### src/rtl/core/basis_series_evaluator_unit_assert.svh
// ----------------------------------------------------------------------------
// Assertion macros for the basis series evaluator
// Shared concurrent assertion forms, clocked on the rising edge and held off
// while the synchronous active-low reset is applied.
// ----------------------------------------------------------------------------
`ifndef BASIS_SERIES_EVALUATOR_UNIT_ASSERT_SVH
`define BASIS_SERIES_EVALUATOR_UNIT_ASSERT_SVH

// Same-cycle implication: when ante holds, cons holds in the same cycle.
`define BSE_ASSERT_IMP(name, clk, rst_n, ante, cons) \
    name: assert property (@(posedge clk) disable iff (!rst_n) (ante) |-> (cons)) \
        else $error("same-cycle implication check failed");

// Next-cycle implication: when ante holds, cons holds in the next cycle.
`define BSE_ASSERT_NXT(name, clk, rst_n, ante, cons) \
    name: assert property (@(posedge clk) disable iff (!rst_n) (ante) |=> (cons)) \
        else $error("next-cycle implication check failed");

`endif

### src/rtl/core/bse_pkg.sv
// ----------------------------------------------------------------------------
// Basis series evaluator package
// Widths, register codes and the command and status structures shared by the
// controller, the datapath and the top level.
// ----------------------------------------------------------------------------
`timescale 1ns / 1ps

package bse_pkg;

    localparam int unsigned DATA_W  = 64;
    localparam int unsigned WORD_W  = 32;
    localparam int unsigned ORDER_W = 5;
    localparam int unsigned SCALE_W = 31;
    localparam int unsigned ADDR_W  = 4;

    localparam logic [SCALE_W-1:0] INV_SCALE_RST = SCALE_W'(65536);

    // Register indexes, taken from paddr[3:2].
    localparam logic [1:0] REG_ARG_OFFSET = 2'd0;
    localparam logic [1:0] REG_INV_SCALE  = 2'd1;
    localparam logic [1:0] REG_BASIS_KIND = 2'd2;
    localparam logic [1:0] REG_DERIV_MODE = 2'd3;

    // Operand pair presented to the shared multiplier.
    typedef enum logic [1:0] {
        OP_NORM,
        OP_STEP,
        OP_NFX,
        OP_COEF
    } t_op_sel;

    // Source of the basis value.
    typedef enum logic [1:0] {
        B_CUR,
        B_ZERO,
        B_PROD
    } t_b_sel;

    typedef struct packed {
        logic [WORD_W-1:0]  arg_offset;
        logic [SCALE_W-1:0] inv_scale;
        logic               basis_kind;
        logic               deriv_mode;
    } t_cfg;

    typedef struct packed {
        logic    load;
        logic    mul_start;
        t_op_sel op_sel;
        logic    wb_x;
        logic    init;
        logic    step_wb;
        logic    wb_b;
        t_b_sel  b_sel;
        logic    wb_acc;
        logic    emit;
    } t_cmd;

    typedef struct packed {
        logic mul_done;
        logic deriv;
        logic n_zero;
        logic cnt_zero;
        logic last;
    } t_status;

endpackage

### src/rtl/core/bse_qmul.sv
// ----------------------------------------------------------------------------
// Basis series evaluator fixed-point multiplier
// Iterative signed 64 x 64 fixed-point product on one 32 x 32 multiplier,
// truncated toward zero and saturated to the signed 64-bit range.
// ----------------------------------------------------------------------------
`timescale 1ns / 1ps
`include "basis_series_evaluator_unit_assert.svh"

module bse_qmul
    import bse_pkg::*;
#(
    parameter int unsigned FRAC_BITS = 16
) (
    input  logic                     i_clk,
    input  logic                     i_rst_n,
    input  logic                     i_start,
    input  logic signed [DATA_W-1:0] i_a,
    input  logic signed [DATA_W-1:0] i_b,
    output logic                     o_done,
    output logic signed [DATA_W-1:0] o_result
);

    localparam logic [2:0] LAST_CNT = 3'd5;

    logic                     r_busy;
    logic [2:0]               r_cnt;
    logic                     r_done;
    logic                     r_neg;
    logic [DATA_W-1:0]        r_ua;
    logic [DATA_W-1:0]        r_ub;
    logic [DATA_W-1:0]        r_pp;
    logic [2*DATA_W-1:0]      r_acc;
    logic signed [DATA_W-1:0] r_res;

    logic [WORD_W-1:0]   w_op_a;
    logic [WORD_W-1:0]   w_op_b;
    logic [2*DATA_W-1:0] w_addend;
    logic [DATA_W-1:0]   w_rlo;
    logic                w_ovf;
    logic [DATA_W-1:0]   w_res;

    // Partial products in the order low-low, low-high, high-low, high-high.
    always_comb begin
        case (r_cnt[1:0])
            2'd0: begin
                w_op_a = r_ua[WORD_W-1:0];
                w_op_b = r_ub[WORD_W-1:0];
            end
            2'd1: begin
                w_op_a = r_ua[WORD_W-1:0];
                w_op_b = r_ub[DATA_W-1:WORD_W];
            end
            2'd2: begin
                w_op_a = r_ua[DATA_W-1:WORD_W];
                w_op_b = r_ub[WORD_W-1:0];
            end
            default: begin
                w_op_a = r_ua[DATA_W-1:WORD_W];
                w_op_b = r_ub[DATA_W-1:WORD_W];
            end
        endcase
    end

    // The product registered in the previous cycle, placed at its weight.
    always_comb begin
        case (r_cnt) inside
            3'd1:       w_addend = {{DATA_W{1'b0}}, r_pp};
            3'd2, 3'd3: w_addend = {{WORD_W{1'b0}}, r_pp, {WORD_W{1'b0}}};
            3'd4:       w_addend = {r_pp, {DATA_W{1'b0}}};
            default:    w_addend = '0;
        endcase
    end

    always_comb begin
        w_rlo = r_acc[DATA_W-1+FRAC_BITS:FRAC_BITS];
        w_ovf = (|r_acc[2*DATA_W-1:DATA_W+FRAC_BITS])
              | (r_neg ? (w_rlo[DATA_W-1] & (|w_rlo[DATA_W-2:0])) : w_rlo[DATA_W-1]);
        if (w_ovf) begin
            w_res = r_neg ? {1'b1, {(DATA_W-1){1'b0}}} : {1'b0, {(DATA_W-1){1'b1}}};
        end else begin
            w_res = r_neg ? (~w_rlo + DATA_W'(1)) : w_rlo;
        end
    end

    always_ff @(posedge i_clk) begin
        if (!i_rst_n) begin
            r_busy <= 1'b0;
            r_cnt  <= '0;
            r_done <= 1'b0;
        end else begin
            r_done <= 1'b0;
            if (i_start) begin
                r_busy <= 1'b1;
                r_cnt  <= '0;
            end else if (r_busy) begin
                r_cnt <= r_cnt + 3'd1;
                if (r_cnt == LAST_CNT) begin
                    r_busy <= 1'b0;
                    r_done <= 1'b1;
                end
            end
        end
    end

    always_ff @(posedge i_clk) begin
        if (i_start) begin
            r_neg <= i_a[DATA_W-1] ^ i_b[DATA_W-1];
            r_ua  <= i_a[DATA_W-1] ? (~i_a + DATA_W'(1)) : i_a;
            r_ub  <= i_b[DATA_W-1] ? (~i_b + DATA_W'(1)) : i_b;
            r_acc <= '0;
        end else if (r_busy) begin
            r_pp  <= w_op_a * w_op_b;
            r_acc <= r_acc + w_addend;
            if (r_cnt == LAST_CNT) begin
                r_res <= w_res;
            end
        end
    end

    assign o_done   = r_done;
    assign o_result = r_res;

    `BSE_ASSERT_IMP(a_start_when_free, i_clk, i_rst_n, i_start, !r_busy)
    `BSE_ASSERT_NXT(a_done_is_pulse, i_clk, i_rst_n, r_done, !r_done)
    `BSE_ASSERT_IMP(a_cnt_in_range, i_clk, i_rst_n, r_busy, r_cnt <= LAST_CNT)

endmodule

### src/rtl/core/bse_dp.sv
// ----------------------------------------------------------------------------
// Basis series evaluator datapath
// Term registers, recurrence state, saturating accumulator and result
// register, built around the shared fixed-point multiplier.
// ----------------------------------------------------------------------------
`timescale 1ns / 1ps

module bse_dp
    import bse_pkg::*;
#(
    parameter int unsigned MAX_ORDER = 31,
    parameter int unsigned FRAC_BITS = 16
) (
    input  logic                     i_clk,
    input  logic                     i_rst_n,
    input  t_cfg                     i_cfg,
    input  t_cmd                     i_cmd,
    output t_status                  o_status,
    input  logic signed [WORD_W-1:0] i_arg_value,
    input  logic signed [WORD_W-1:0] i_coefficient,
    input  logic [ORDER_W-1:0]       i_term_order,
    input  logic                     i_last_term,
    output logic signed [DATA_W-1:0] o_series_sum,
    output logic                     o_arg_clamped
);

    localparam int unsigned NW = $clog2(MAX_ORDER + 1);
    localparam int unsigned OW = (NW > ORDER_W) ? NW : ORDER_W;
    localparam logic signed [DATA_W-1:0] FX_ONE = DATA_W'(1) << FRAC_BITS;
    localparam logic signed [DATA_W-1:0] FX_NEG = -FX_ONE;
    localparam logic signed [DATA_W-1:0] S_MAX  = {1'b0, {(DATA_W-1){1'b1}}};
    localparam logic signed [DATA_W-1:0] S_MIN  = {1'b1, {(DATA_W-1){1'b0}}};

    function automatic logic signed [DATA_W-1:0] sat_add(
        input logic signed [DATA_W-1:0] a,
        input logic signed [DATA_W-1:0] b
    );
        logic [DATA_W:0] s;
        s = {a[DATA_W-1], a} + {b[DATA_W-1], b};
        if (s[DATA_W] != s[DATA_W-1]) begin
            sat_add = s[DATA_W] ? S_MIN : S_MAX;
        end else begin
            sat_add = s[DATA_W-1:0];
        end
    endfunction

    function automatic logic signed [DATA_W-1:0] sat_sub(
        input logic signed [DATA_W-1:0] a,
        input logic signed [DATA_W-1:0] b
    );
        logic [DATA_W:0] s;
        s = {a[DATA_W-1], a} - {b[DATA_W-1], b};
        if (s[DATA_W] != s[DATA_W-1]) begin
            sat_sub = s[DATA_W] ? S_MIN : S_MAX;
        end else begin
            sat_sub = s[DATA_W-1:0];
        end
    endfunction

    logic signed [DATA_W-1:0] r_d;
    logic signed [WORD_W-1:0] r_c;
    logic [NW-1:0]            r_n;
    logic                     r_last;
    logic signed [DATA_W-1:0] r_x;
    logic signed [DATA_W-1:0] r_step_op;
    logic signed [DATA_W-1:0] r_cur;
    logic signed [DATA_W-1:0] r_prev;
    logic [NW-1:0]            r_cnt;
    logic signed [DATA_W-1:0] r_b;
    logic signed [DATA_W-1:0] r_acc;
    logic                     r_clamp_seen;
    logic signed [DATA_W-1:0] r_out_sum;
    logic                     r_out_clamp;

    logic [OW-1:0]            w_n_ext;
    logic [OW-1:0]            w_n_cl;
    logic signed [DATA_W-1:0] w_mul_a;
    logic signed [DATA_W-1:0] w_mul_b;
    logic                     w_mul_done;
    logic signed [DATA_W-1:0] w_prod;
    logic                     w_hi;
    logic                     w_lo;
    logic signed [DATA_W-1:0] w_xc;
    logic signed [DATA_W-1:0] w_two;
    logic                     w_flag;
    logic [NW-1:0]            w_m;

    assign w_n_ext = OW'(i_term_order);
    assign w_n_cl  = (w_n_ext > OW'(MAX_ORDER)) ? OW'(MAX_ORDER) : w_n_ext;

    always_comb begin
        case (i_cmd.op_sel)
            OP_NORM: begin
                w_mul_a = r_d;
                w_mul_b = {{(DATA_W-SCALE_W){1'b0}}, i_cfg.inv_scale};
            end
            OP_STEP: begin
                w_mul_a = r_step_op;
                w_mul_b = r_cur;
            end
            OP_NFX: begin
                w_mul_a = DATA_W'(r_n) << FRAC_BITS;
                w_mul_b = r_cur;
            end
            default: begin
                w_mul_a = r_b;
                w_mul_b = {{(DATA_W-WORD_W){r_c[WORD_W-1]}}, r_c};
            end
        endcase
    end

    bse_qmul #(
        .FRAC_BITS (FRAC_BITS)
    ) u_qmul (
        .i_clk    (i_clk),
        .i_rst_n  (i_rst_n),
        .i_start  (i_cmd.mul_start),
        .i_a      (w_mul_a),
        .i_b      (w_mul_b),
        .o_done   (w_mul_done),
        .o_result (w_prod)
    );

    // Chebyshev arguments are pinned to the interval from minus one to one.
    always_comb begin
        w_hi   = r_x > FX_ONE;
        w_lo   = r_x < FX_NEG;
        w_flag = i_cfg.basis_kind & (w_hi | w_lo);
        if (i_cfg.basis_kind && w_hi) begin
            w_xc = FX_ONE;
        end else if (i_cfg.basis_kind && w_lo) begin
            w_xc = FX_NEG;
        end else begin
            w_xc = r_x;
        end
        w_two = w_xc <<< 1;
        if (i_cfg.deriv_mode) begin
            w_m = (r_n == '0) ? '0 : r_n - NW'(1);
        end else begin
            w_m = r_n;
        end
    end

    always_ff @(posedge i_clk) begin
        if (i_cmd.load) begin
            r_d    <= {{(DATA_W-WORD_W){i_arg_value[WORD_W-1]}}, i_arg_value}
                    - {{(DATA_W-WORD_W){i_cfg.arg_offset[WORD_W-1]}}, i_cfg.arg_offset};
            r_c    <= i_coefficient;
            r_n    <= w_n_cl[NW-1:0];
            r_last <= i_last_term;
        end
        if (i_cmd.wb_x) begin
            r_x <= w_prod;
        end
        if (i_cmd.init) begin
            r_step_op <= i_cfg.basis_kind ? w_two : w_xc;
            r_prev    <= FX_ONE;
            if (!i_cfg.basis_kind || w_m == '0) begin
                r_cur <= FX_ONE;
                r_cnt <= w_m;
            end else begin
                r_cur <= i_cfg.deriv_mode ? w_two : w_xc;
                r_cnt <= w_m - NW'(1);
            end
        end
        if (i_cmd.step_wb) begin
            r_cur  <= i_cfg.basis_kind ? sat_sub(w_prod, r_prev) : w_prod;
            r_prev <= r_cur;
            r_cnt  <= r_cnt - NW'(1);
        end
        if (i_cmd.wb_b) begin
            case (i_cmd.b_sel)
                B_ZERO:  r_b <= '0;
                B_PROD:  r_b <= w_prod;
                default: r_b <= r_cur;
            endcase
        end
        if (i_cmd.emit) begin
            r_out_sum   <= r_acc;
            r_out_clamp <= r_clamp_seen;
        end
    end

    always_ff @(posedge i_clk) begin
        if (!i_rst_n) begin
            r_acc        <= '0;
            r_clamp_seen <= 1'b0;
        end else begin
            if (i_cmd.init && w_flag) begin
                r_clamp_seen <= 1'b1;
            end
            if (i_cmd.wb_acc) begin
                r_acc <= sat_add(r_acc, w_prod);
            end
            if (i_cmd.emit) begin
                r_acc        <= '0;
                r_clamp_seen <= 1'b0;
            end
        end
    end

    assign o_status.mul_done = w_mul_done;
    assign o_status.deriv    = i_cfg.deriv_mode;
    assign o_status.n_zero   = (r_n == '0);
    assign o_status.cnt_zero = (r_cnt == '0);
    assign o_status.last     = r_last;

    assign o_series_sum  = r_out_sum;
    assign o_arg_clamped = r_out_clamp;

endmodule

### src/rtl/core/bse_ctrl.sv
// ----------------------------------------------------------------------------
// Basis series evaluator controller
// Sequences normalization, the basis recurrence, derivative scaling,
// coefficient weighting and result delivery for one term at a time.
// ----------------------------------------------------------------------------
`timescale 1ns / 1ps

module bse_ctrl
    import bse_pkg::*;
(
    input  logic    i_clk,
    input  logic    i_rst_n,
    input  logic    i_in_valid,
    output logic    o_in_stall,
    output logic    o_out_valid,
    input  logic    i_out_stall,
    input  t_status i_status,
    output t_cmd    o_cmd
);

    localparam logic [3:0] S_IDLE    = 4'd0;
    localparam logic [3:0] S_NORM    = 4'd1;
    localparam logic [3:0] S_NORM_W  = 4'd2;
    localparam logic [3:0] S_SETUP   = 4'd3;
    localparam logic [3:0] S_LOOP    = 4'd4;
    localparam logic [3:0] S_LOOP_W  = 4'd5;
    localparam logic [3:0] S_DERIV   = 4'd6;
    localparam logic [3:0] S_DERIV_W = 4'd7;
    localparam logic [3:0] S_COEF    = 4'd8;
    localparam logic [3:0] S_COEF_W  = 4'd9;
    localparam logic [3:0] S_EMIT    = 4'd10;

    logic [3:0] r_state;
    logic [3:0] n_state;
    logic       r_out_valid;
    logic       n_out_valid;
    t_cmd       w_cmd;

    always_comb begin
        w_cmd   = '0;
        n_state = r_state;
        unique case (r_state)
            S_IDLE: begin
                if (i_in_valid) begin
                    w_cmd.load = 1'b1;
                    n_state    = S_NORM;
                end
            end
            S_NORM: begin
                w_cmd.mul_start = 1'b1;
                w_cmd.op_sel    = OP_NORM;
                n_state         = S_NORM_W;
            end
            S_NORM_W: begin
                if (i_status.mul_done) begin
                    w_cmd.wb_x = 1'b1;
                    n_state    = S_SETUP;
                end
            end
            S_SETUP: begin
                w_cmd.init = 1'b1;
                n_state    = S_LOOP;
            end
            S_LOOP: begin
                if (i_status.cnt_zero) begin
                    n_state = S_DERIV;
                end else begin
                    w_cmd.mul_start = 1'b1;
                    w_cmd.op_sel    = OP_STEP;
                    n_state         = S_LOOP_W;
                end
            end
            S_LOOP_W: begin
                if (i_status.mul_done) begin
                    w_cmd.step_wb = 1'b1;
                    n_state       = S_LOOP;
                end
            end
            S_DERIV: begin
                if (!i_status.deriv) begin
                    w_cmd.wb_b  = 1'b1;
                    w_cmd.b_sel = B_CUR;
                    n_state     = S_COEF;
                end else if (i_status.n_zero) begin
                    w_cmd.wb_b  = 1'b1;
                    w_cmd.b_sel = B_ZERO;
                    n_state     = S_COEF;
                end else begin
                    w_cmd.mul_start = 1'b1;
                    w_cmd.op_sel    = OP_NFX;
                    n_state         = S_DERIV_W;
                end
            end
            S_DERIV_W: begin
                if (i_status.mul_done) begin
                    w_cmd.wb_b  = 1'b1;
                    w_cmd.b_sel = B_PROD;
                    n_state     = S_COEF;
                end
            end
            S_COEF: begin
                w_cmd.mul_start = 1'b1;
                w_cmd.op_sel    = OP_COEF;
                n_state         = S_COEF_W;
            end
            S_COEF_W: begin
                if (i_status.mul_done) begin
                    w_cmd.wb_acc = 1'b1;
                    n_state      = S_EMIT;
                end
            end
            S_EMIT: begin
                // A closing term waits here only while the previous result is
                // still held by the downstream side.
                if (!i_status.last) begin
                    n_state = S_IDLE;
                end else if (!r_out_valid || !i_out_stall) begin
                    w_cmd.emit = 1'b1;
                    n_state    = S_IDLE;
                end
            end
            default: begin
                n_state = S_IDLE;
            end
        endcase
    end

    always_comb begin
        if (w_cmd.emit) begin
            n_out_valid = 1'b1;
        end else if (r_out_valid && !i_out_stall) begin
            n_out_valid = 1'b0;
        end else begin
            n_out_valid = r_out_valid;
        end
    end

    always_ff @(posedge i_clk) begin
        if (!i_rst_n) begin
            r_state     <= S_IDLE;
            r_out_valid <= 1'b0;
        end else begin
            r_state     <= n_state;
            r_out_valid <= n_out_valid;
        end
    end

    assign o_cmd       = w_cmd;
    assign o_in_stall  = (r_state != S_IDLE);
    assign o_out_valid = r_out_valid;

endmodule

### src/rtl/core/basis_series_evaluator_unit.sv
// ----------------------------------------------------------------------------
// Basis series evaluator
// The unit takes one series term per transaction (argument, coefficient,
// order, last-term mark), normalizes the argument as (arg - arg_offset) times
// inv_scale, evaluates a power or Chebyshev first-kind basis, or its
// derivative, up to the term's order, weights it by the coefficient and adds
// it to a saturating 64-bit fixed-point sum. A term with last_term set
// produces one output transaction carrying the sum and a flag that tells
// whether any Chebyshev argument of that sum lay outside plus or minus one;
// the sum and flag are then cleared. Terms are processed one at a time: all
// arithmetic runs on one iterative fixed-point multiplier. A term runs the
// normalization product, one product per recurrence step (the order in power
// mode, the order less one for the Chebyshev value, less one more in
// derivative mode), the derivative scaling product when it applies, and the
// coefficient product. The output sits in its own register, so a new term is
// accepted while a finished sum still waits to be taken. Configuration
// registers sit on an APB-style port at byte addresses 0 (arg_offset),
// 4 (inv_scale), 8 (basis_kind) and 12 (derivative_mode); the user must write
// them only while the unit is idle, as the unit itself does not enforce this.
// ----------------------------------------------------------------------------
`timescale 1ns / 1ps

module basis_series_evaluator_unit
    import bse_pkg::*;
#(
    parameter int unsigned MAX_ORDER = 31,
    parameter int unsigned FRAC_BITS = 16
) (
    input  logic                     i_clk,
    input  logic                     i_rst_n,
    // Configuration port.
    input  logic                     psel,
    input  logic                     penable,
    input  logic                     pwrite,
    input  logic [ADDR_W-1:0]        paddr,
    input  logic [WORD_W-1:0]        pwdata,
    output logic [WORD_W-1:0]        prdata,
    output logic                     pready,
    // Term input channel.
    input  logic                     i_in_valid,
    output logic                     o_in_stall,
    input  logic signed [WORD_W-1:0] i_arg_value,
    input  logic signed [WORD_W-1:0] i_coefficient,
    input  logic [ORDER_W-1:0]       i_term_order,
    input  logic                     i_last_term,
    // Result output channel.
    output logic                     o_out_valid,
    input  logic                     i_out_stall,
    output logic signed [DATA_W-1:0] o_series_sum,
    output logic                     o_arg_clamped
);

    t_cfg    r_cfg;
    t_cmd    w_cmd;
    t_status w_status;
    logic    w_wr;

    // The port never inserts wait states, so a write lands in the access cycle.
    assign pready = 1'b1;
    assign w_wr   = psel & penable & pwrite & pready;

    always_ff @(posedge i_clk) begin
        if (!i_rst_n) begin
            r_cfg.arg_offset <= '0;
            r_cfg.inv_scale  <= INV_SCALE_RST;
            r_cfg.basis_kind <= 1'b0;
            r_cfg.deriv_mode <= 1'b0;
        end else if (w_wr) begin
            unique case (paddr[3:2])
                REG_ARG_OFFSET: r_cfg.arg_offset <= pwdata;
                REG_INV_SCALE:  r_cfg.inv_scale  <= pwdata[SCALE_W-1:0];
                REG_BASIS_KIND: r_cfg.basis_kind <= pwdata[0];
                REG_DERIV_MODE: r_cfg.deriv_mode <= pwdata[0];
                default:        r_cfg.deriv_mode <= r_cfg.deriv_mode;
            endcase
        end
    end

    // Reads return the stored value, zero-extended to the bus width.
    always_comb begin
        unique case (paddr[3:2])
            REG_ARG_OFFSET: prdata = r_cfg.arg_offset;
            REG_INV_SCALE:  prdata = {{(WORD_W-SCALE_W){1'b0}}, r_cfg.inv_scale};
            REG_BASIS_KIND: prdata = {{(WORD_W-1){1'b0}}, r_cfg.basis_kind};
            REG_DERIV_MODE: prdata = {{(WORD_W-1){1'b0}}, r_cfg.deriv_mode};
            default:        prdata = '0;
        endcase
    end

    // The controller owns both handshakes and steps the datapath through the
    // multiply sequence of a term.
    bse_ctrl u_ctrl (
        .i_clk       (i_clk),
        .i_rst_n     (i_rst_n),
        .i_in_valid  (i_in_valid),
        .o_in_stall  (o_in_stall),
        .o_out_valid (o_out_valid),
        .i_out_stall (i_out_stall),
        .i_status    (w_status),
        .o_cmd       (w_cmd)
    );

    // The datapath holds the term, the recurrence state, the running sum and
    // the result register.
    bse_dp #(
        .MAX_ORDER (MAX_ORDER),
        .FRAC_BITS (FRAC_BITS)
    ) u_dp (
        .i_clk         (i_clk),
        .i_rst_n       (i_rst_n),
        .i_cfg         (r_cfg),
        .i_cmd         (w_cmd),
        .o_status      (w_status),
        .i_arg_value   (i_arg_value),
        .i_coefficient (i_coefficient),
        .i_term_order  (i_term_order),
        .i_last_term   (i_last_term),
        .o_series_sum  (o_series_sum),
        .o_arg_clamped (o_arg_clamped)
    );

endmodule
### config.mk
export PLATFORM = sky130hd
export DESIGN_NAME = basis_series_evaluator_unit
export DESIGN_NICKNAME = d
export VERILOG_FILES = /design/src/rtl/core/bse_pkg.sv /design/src/rtl/core/bse_qmul.sv /design/src/rtl/core/bse_dp.sv /design/src/rtl/core/bse_ctrl.sv /design/src/rtl/core/basis_series_evaluator_unit.sv
export VERILOG_INCLUDE_DIRS = /design/src /design/src/rtl/core
export SDC_FILE = /design/constraint.sdc
export NUM_CORES = 2
export LEC_CHECK = 0
export ABC_AREA = 1
export BUFFER_PORTS_ARGS = -buffer_cell sky130_fd_sc_hd__buf_2
export CORE_ASPECT_RATIO = 1.1
export CORE_UTILIZATION = 55
export CTS_BUF_LIST = sky130_fd_sc_hd__clkbuf_16
export DETAILED_ROUTE_END_ITERATION = 8
export GPL_TIMING_DRIVEN = 0
export HOLD_SLACK_MARGIN = 0.15
export PLACE_DENSITY_LB_ADDON = 0.05
export RECOVER_POWER = 50
export SLEW_MARGIN = 20
export SYNTH_ARGS = -nofsm -noshare
export SYNTH_HDL_FRONTEND = slang
export SYNTH_HIERARCHICAL = 1
export SYNTH_SLANG_ARGS = --single-unit
export TNS_END_PERCENT = 5
### constraint.sdc
create_clock -name i_clk -period 24.3 [get_ports i_clk]
set_input_delay 2.43 -clock i_clk [delete_from_list [all_inputs] [get_ports i_clk]]
set_output_delay 2.43 -clock i_clk [all_outputs]
set_load 0.02 [all_outputs]
# Yosys cells after proc, flatten, opt, wreduce, memory -nomap -nowiden
# Cells that the tools add are included.
[totals]
regBits = 1017
input_bits = 113
output_inout_bits = 100
word_cells = 196
[op_classes]
n_addsub = 11
n_reduce_logical = 35
eq_ne = 32
mul = 1
bitwise = 13
order_cmp = 3
n_mux = 69
[op_table]
columns = ["op", "count"]
rows = [
  ["64-bit 2-to-1 mux", 17],
  ["128-bit 2-to-1 mux", 3],
  ["64-bit one-hot mux with 2 select lines", 2],
  ["64-bit NOT", 3],
  ["64-bit one-hot mux with 3 select lines", 1],
  ["128-bit adder", 1],
  ["64-bit by 2-bit adder with 64-bit output (second input constant)", 2],
  ["32-bit one-hot mux with 4 select lines", 1],
  ["63-bit 2-to-1 mux", 2],
  ["64-bit by 64-bit adder with 65-bit output", 1],
  ["64-bit by 64-bit subtractor with 65-bit output", 1],
  ["64-bit by 1-bit adder with 64-bit output (second input constant)", 1],
  ["64-bit by 18-bit > comparator with 1-bit output (second input constant)", 1],
  ["64-bit by 17-bit less-than comparator with 1-bit output (second input constant)", 1],
  ["32-bit by 32-bit multiplier with 64-bit output", 1],
  ["32-bit 2-to-1 mux", 2],
  ["63-bit OR reduction", 1],
  ["48-bit OR reduction", 1],
  ["4-bit one-hot mux with 11 select lines", 1],
  ["4-bit 2-to-1 mux", 9],
  ["32-bit by 32-bit subtractor with 33-bit output", 1],
  ["5-bit 2-to-1 mux", 5],
  ["3-bit 2-to-1 mux", 6],
  ["1-bit 2-to-1 mux", 17],
  ["36 further kinds", 83],
]

# Depth between registers and ports, before layout
[depth]
word_depth = 10
mapped_depth = 39
mapped_depth_nobuf = 37

# Hierarchy
# The synthesis kept the hierarchy.
[by_module_without_submodules]
columns = ["mod", "seq_area_each_um2", "cells_each", "n_inst", "area_per_inst_um2"]
rows = [
  ["bse_qmul", 10380.0, 9937, 1, 67881.4],
  ["bse_dp", 15144.5, 4327, 1, 34020.1],
  ["basis_series_evaluator_unit", 1301.2, 442, 1, 3088.0],
  ["bse_ctrl", 100.1, 86, 1, 494.2],
]

# Worst setup path after synthesis
# OpenSTA, ideal clock, no wires.
[synth_timing]
path_type = "reg2reg"
startpoint = "reg u_dp.r_n[0]"
endpoint = "reg u_dp.u_qmul.r_res[0] (netlist: u_dp/u_qmul/o_result[0]), enable pin"
arrival_ns = 12.157
path_stages_with_launch = 13
t_required_ns = 23.814
path_buffers = 1
synth_period_minus_slack_ns = 12.643
setup_slack_ns = 11.657
setup_time_ns = 0.486
path_cell_list = "edfxtp_1 inv_1 ha_1 nor3b_1 nand2_1 inv_1 nor2_1 nand2_1 o2111ai_1 clkbuf_1 nor2_1 inv_1 nor2_1"
[synth_rtl]
columns = ["element", "line_no", "rtl"]
rows = [
  ["from (decl)", "bse_dp.sv:62", "logic [NW-1:0] r_n;"],
  ["from (signal assigned)", "bse_dp.sv:149", "r_n <= w_n_cl[NW-1:0];"],
  ["to (signal assigned)", "bse_qmul.sv:115", "r_res <= w_res;"],
  ["to (decl)", "bse_qmul.sv:33", "logic signed [DATA_W-1:0] r_res;"],
]

# Worst setup path after layout
[layout_timing]
startpoint = "reg u_dp.u_qmul.r_cnt[0]"
endpoint = "reg u_dp.u_qmul.r_pp[58] (data pin)"
[layout_between]
elab_chain_cells = 4
elab_cells_between_ends = 8
cone_classes = "mul (1); eq/ne (2); mux (2); reduce/logical (3)"
[layout_rtl]
columns = ["element", "line_no", "rtl"]
rows = [
  ["from (decl)", "bse_qmul.sv:26", "logic [2:0] r_cnt;"],
  ["from (signal assigned)", "bse_qmul.sv:96", "r_cnt <= r_cnt + 3'd1;"],
  ["2-bit by 1-bit equality test with 1-bit output (tied with other cells)", "bse_qmul.sv:44", "case (r_cnt[1:0])"],
  ["2-bit OR reduction (no line)", "--", ""],
  ["32-bit 2-to-1 mux", "bse_qmul.sv:44", ""],
  ["32-bit by 32-bit multiplier with 64-bit output *", "bse_qmul.sv:112", "r_pp <= w_op_a * w_op_b;"],
  ["to (signal assigned)", "bse_qmul.sv:112", ""],
  ["to (decl)", "bse_qmul.sv:31", "logic [DATA_W-1:0] r_pp;"],
]
# Every way passes the cells marked *; elsewhere a longest branch is shown, timed or not.
# A chain may end at the register's enable or synchronous reset.

==> impl_results.md <==
- Synth Flop Type: edfxtp_1
- Final worst setup slack: 13300 ps
- Synthesis-stage register bit count: 986
- Crit start category: register
- Critical path's slowest cell: clkbuf_1
- Row count: 168
- CTS sink cnt: 986
- Fill count: 17880
- Most frequent cells in the layout: nand2_1, inv_1, nor2_1, fa_1, edfxtp_1
- Tcrit/Tclk final: 45.27%
- Met2 WL: 194.0 mm
- ANT nets after route: 0
- Max stage delay on crit path: 1000 ps
- Wirelength per Cell: 26.24 um
- Number of detailed-route iterations in the first pass: 9
- Post-Synth Simple-Gate Area: 25.86%
- Hold buffers post-CTS: 0
- Gpl congestion: 1.154
- Setup-failing EPs final: 0
- Mapped Area: 105500 um2
- RSZ-0062 raised after global routing: false
- Most common cell after layout, fill and taps aside: nand2_1
- Mux contribution to synthesized area: 0.1234%
- Synth top area share: 20.44%
- Arr. time, crit path: 11450 ps
- Die height: 461.3 um
- Length of routed wiring on met1: 164.1 mm
- Port bufs: 204
- Synth top area cells: edfxtp_1, fa_1, nand2_1
- Setup Buffers After CTS: 0
- I/O pin total: 213
- Cell variety after synth: 58
- Main combinational cell family by area after synthesis: simple AND/OR/NAND/NOR gates
- CP endpoint kind: register
- Synth Area in Adders: 23.81%
- Failing checks: DRC, capacitance limit, slew limit
- Setup TNS: 0 ps
- Die area: 193500 um2
- Core Area: 190400 um2
- Status: complete, but fails checks
- Final hold vios: 0
- Maxcap violations: 8
- Dpl hpwl: 383.7 mm
- Hold slack: 434.9 ps
- Max layer used: met5
- Largest net degree at the start of global routing: 68
- Worst-case clock buffer depth: 3
- Vias in the first global route: 101500
- Utilization after layout: 59.67%
- # DRC: 49
- Syn_nets: 16370
- Synth-to-layout area growth: 7.736%
- PostCTS Resize Cnt: 0
- Largest fanout on the critical path: 10
- Post-synthesis xor/xnor area fraction: 3.379%
- Register area share after synthesis: 25.53%
- Initial antenna violation count: 30
- Layout cells sized above 1: 4.086%
- Pre-CTS setup slack: 13900 ps
- Ys Warns: 6
- Slew HR: -162.6%
- Global-route wire length before repair: 664.3 mm
- FMAX: 90.90 MHz
- TritonCTS clock tree: done
- 1st-iter DRT viols: 14280
- Via density: 5.916
- Starting Density: 55.39%
- Worst endpoint required time: 24750 ps
- Reg clk slew, reported paths: 60 ps
- Worst-Margin Slew: 3939 ps
- Post-synth EDFFs: 718
- DR vias: 105200
- WL met3: 63.73 mm
- Nets: 16710
- Async set-or-reset flop fraction in the synthesized netlist: 0%
- Congestion Overflow GR: 0
- Max Slew Vio Count: 248
- Synthesized instance count: 14790
- Crit Path Category: register to register
- Period minus WS final: 11000 ps
- Num CTS Buffers: 104
- Syn Area/Cell: 7.131 um2
- Htree depth: 3
- Later-pin clock latency in the skew report: 820 ps
- Fin Clk Skew: 119.6 ps
- Final WL: 466.9 mm
- Largest area contributor in the synthesized netlist: edfxtp_1
- Hold crit path type: register to register
- Root Driver: clkbuf_16
- Total Routing Usage GR: 47.69%
- Die X: 419.6 um
- Synth Area in Compound Gates: 8.741%
-- layer usage --
layer	up-vias	global-route usage, %
li1	46320	-
met1	49320	56.51
met2	7584	70.47
met3	2002	17.08
met4	24	36.06
met5	-	2.150
-- worst paths after layout --
kind                                    end  slack, ps                              start  cells after the start
min reg2reg    u_dp/o_arg_clamped$_DFFE_PP_        430     u_dp/r_clamp_seen$_SDFFE_PP0P_                      0
max          u_dp/u_qmul/r_pp[58]$_DFFE_PP_      13300  u_dp/u_qmul/r_cnt[0]$_SDFFE_PP0P_                     33
min            u_dp/o_arg_clamped$_DFFE_PP_        430     u_dp/r_clamp_seen$_SDFFE_PP0P_                      0
max reg2reg  u_dp/u_qmul/r_pp[58]$_DFFE_PP_      13300  u_dp/u_qmul/r_cnt[0]$_SDFFE_PP0P_                     33
-- cell usage after synthesis (59+ instances only) --
cell type	count
inv_1	2964
dfxtp_1	268
a21oi_1	705
fa_1	900
edfxtp_1	718
o21ai_0	529
buf_2	60
o21bai_1	59
nor3_1	125
nor2_1	2058
nand2_1	3759
ha_1	567
nand4_1	97
nand3_1	607
clkbuf_1	333
xnor2_1	101
xor2_1	306
-- cell type report --
type,instances,area (um2),area share [%]
Clock buffer,106,2653,2.334
Multi-Input combinational cell,10350,65400,57.55
Sequential cell,986,26930,23.69
Antenna cell,17,42.54,0.03743
Timing Repair Buffer,235,1338,1.177
Inverter,3005,11280,9.926
Buffer,453,1969,1.733
Clock inverter,90,845.8,0.7443
Tap cell,2550,3191,2.808
-- state kept, by name, indices dropped and copies added (netlist names), 32 cells and up --
| register | cells |
|---|---|
| u_dp/r_prev | 64 |
| u_dp/u_qmul/o_result | 64 |
| u_dp/o_series_sum | 64 |
| u_dp/u_qmul/r_ub | 64 |
| u_dp/r_d | 33 |
| u_dp/u_qmul/r_acc | 128 |
| u_dp/r_c | 32 |
| r_cfg | 65 |
| u_dp/u_qmul/r_pp | 64 |
| u_dp/r_cur | 64 |
| u_dp/r_acc | 64 |
| u_dp/r_b | 64 |
| u_dp/r_step_op | 64 |
| u_dp/r_x | 64 |
| u_dp/u_qmul/r_ua | 64 |
-- worst max-delay path, delay by kind of cell (launching register included) --
family                   cells  cell delay, ps
flip-flops                   1             380
AO/OA/AOI/OAI                5            1370
buffers and inverters       11            2800
AND/OR/NAND/NOR              7            1080
adder cells (fa/ha/maj)     10            5080
-- logic make-up after synthesis --
| logic type | after synthesis |
|---|---|
| adder cells (fa/ha/maj) | 1467 |
| AO/OA/AOI/OAI | 1649 |
| AND/OR/NAND/NOR | 6811 |
| buffers and inverters | 3458 |
| multiplexers | 13 |
| flip-flops | 986 |
| XOR/XNOR | 407 |
| other | 1 |
-- per-stage QoR --
step / instances / cell area, um2
detailed placement: 17580 / 110400
finish: 17790 / 113600
global route: 17780 / 113600
CTS: 17770 / 113900
floorplan: 14790 / 105500
global placement: 17550 / 109700
Power is not shown: default switching activity piles up to over one toggle a cycle in this logic, so the estimate is an artifact.
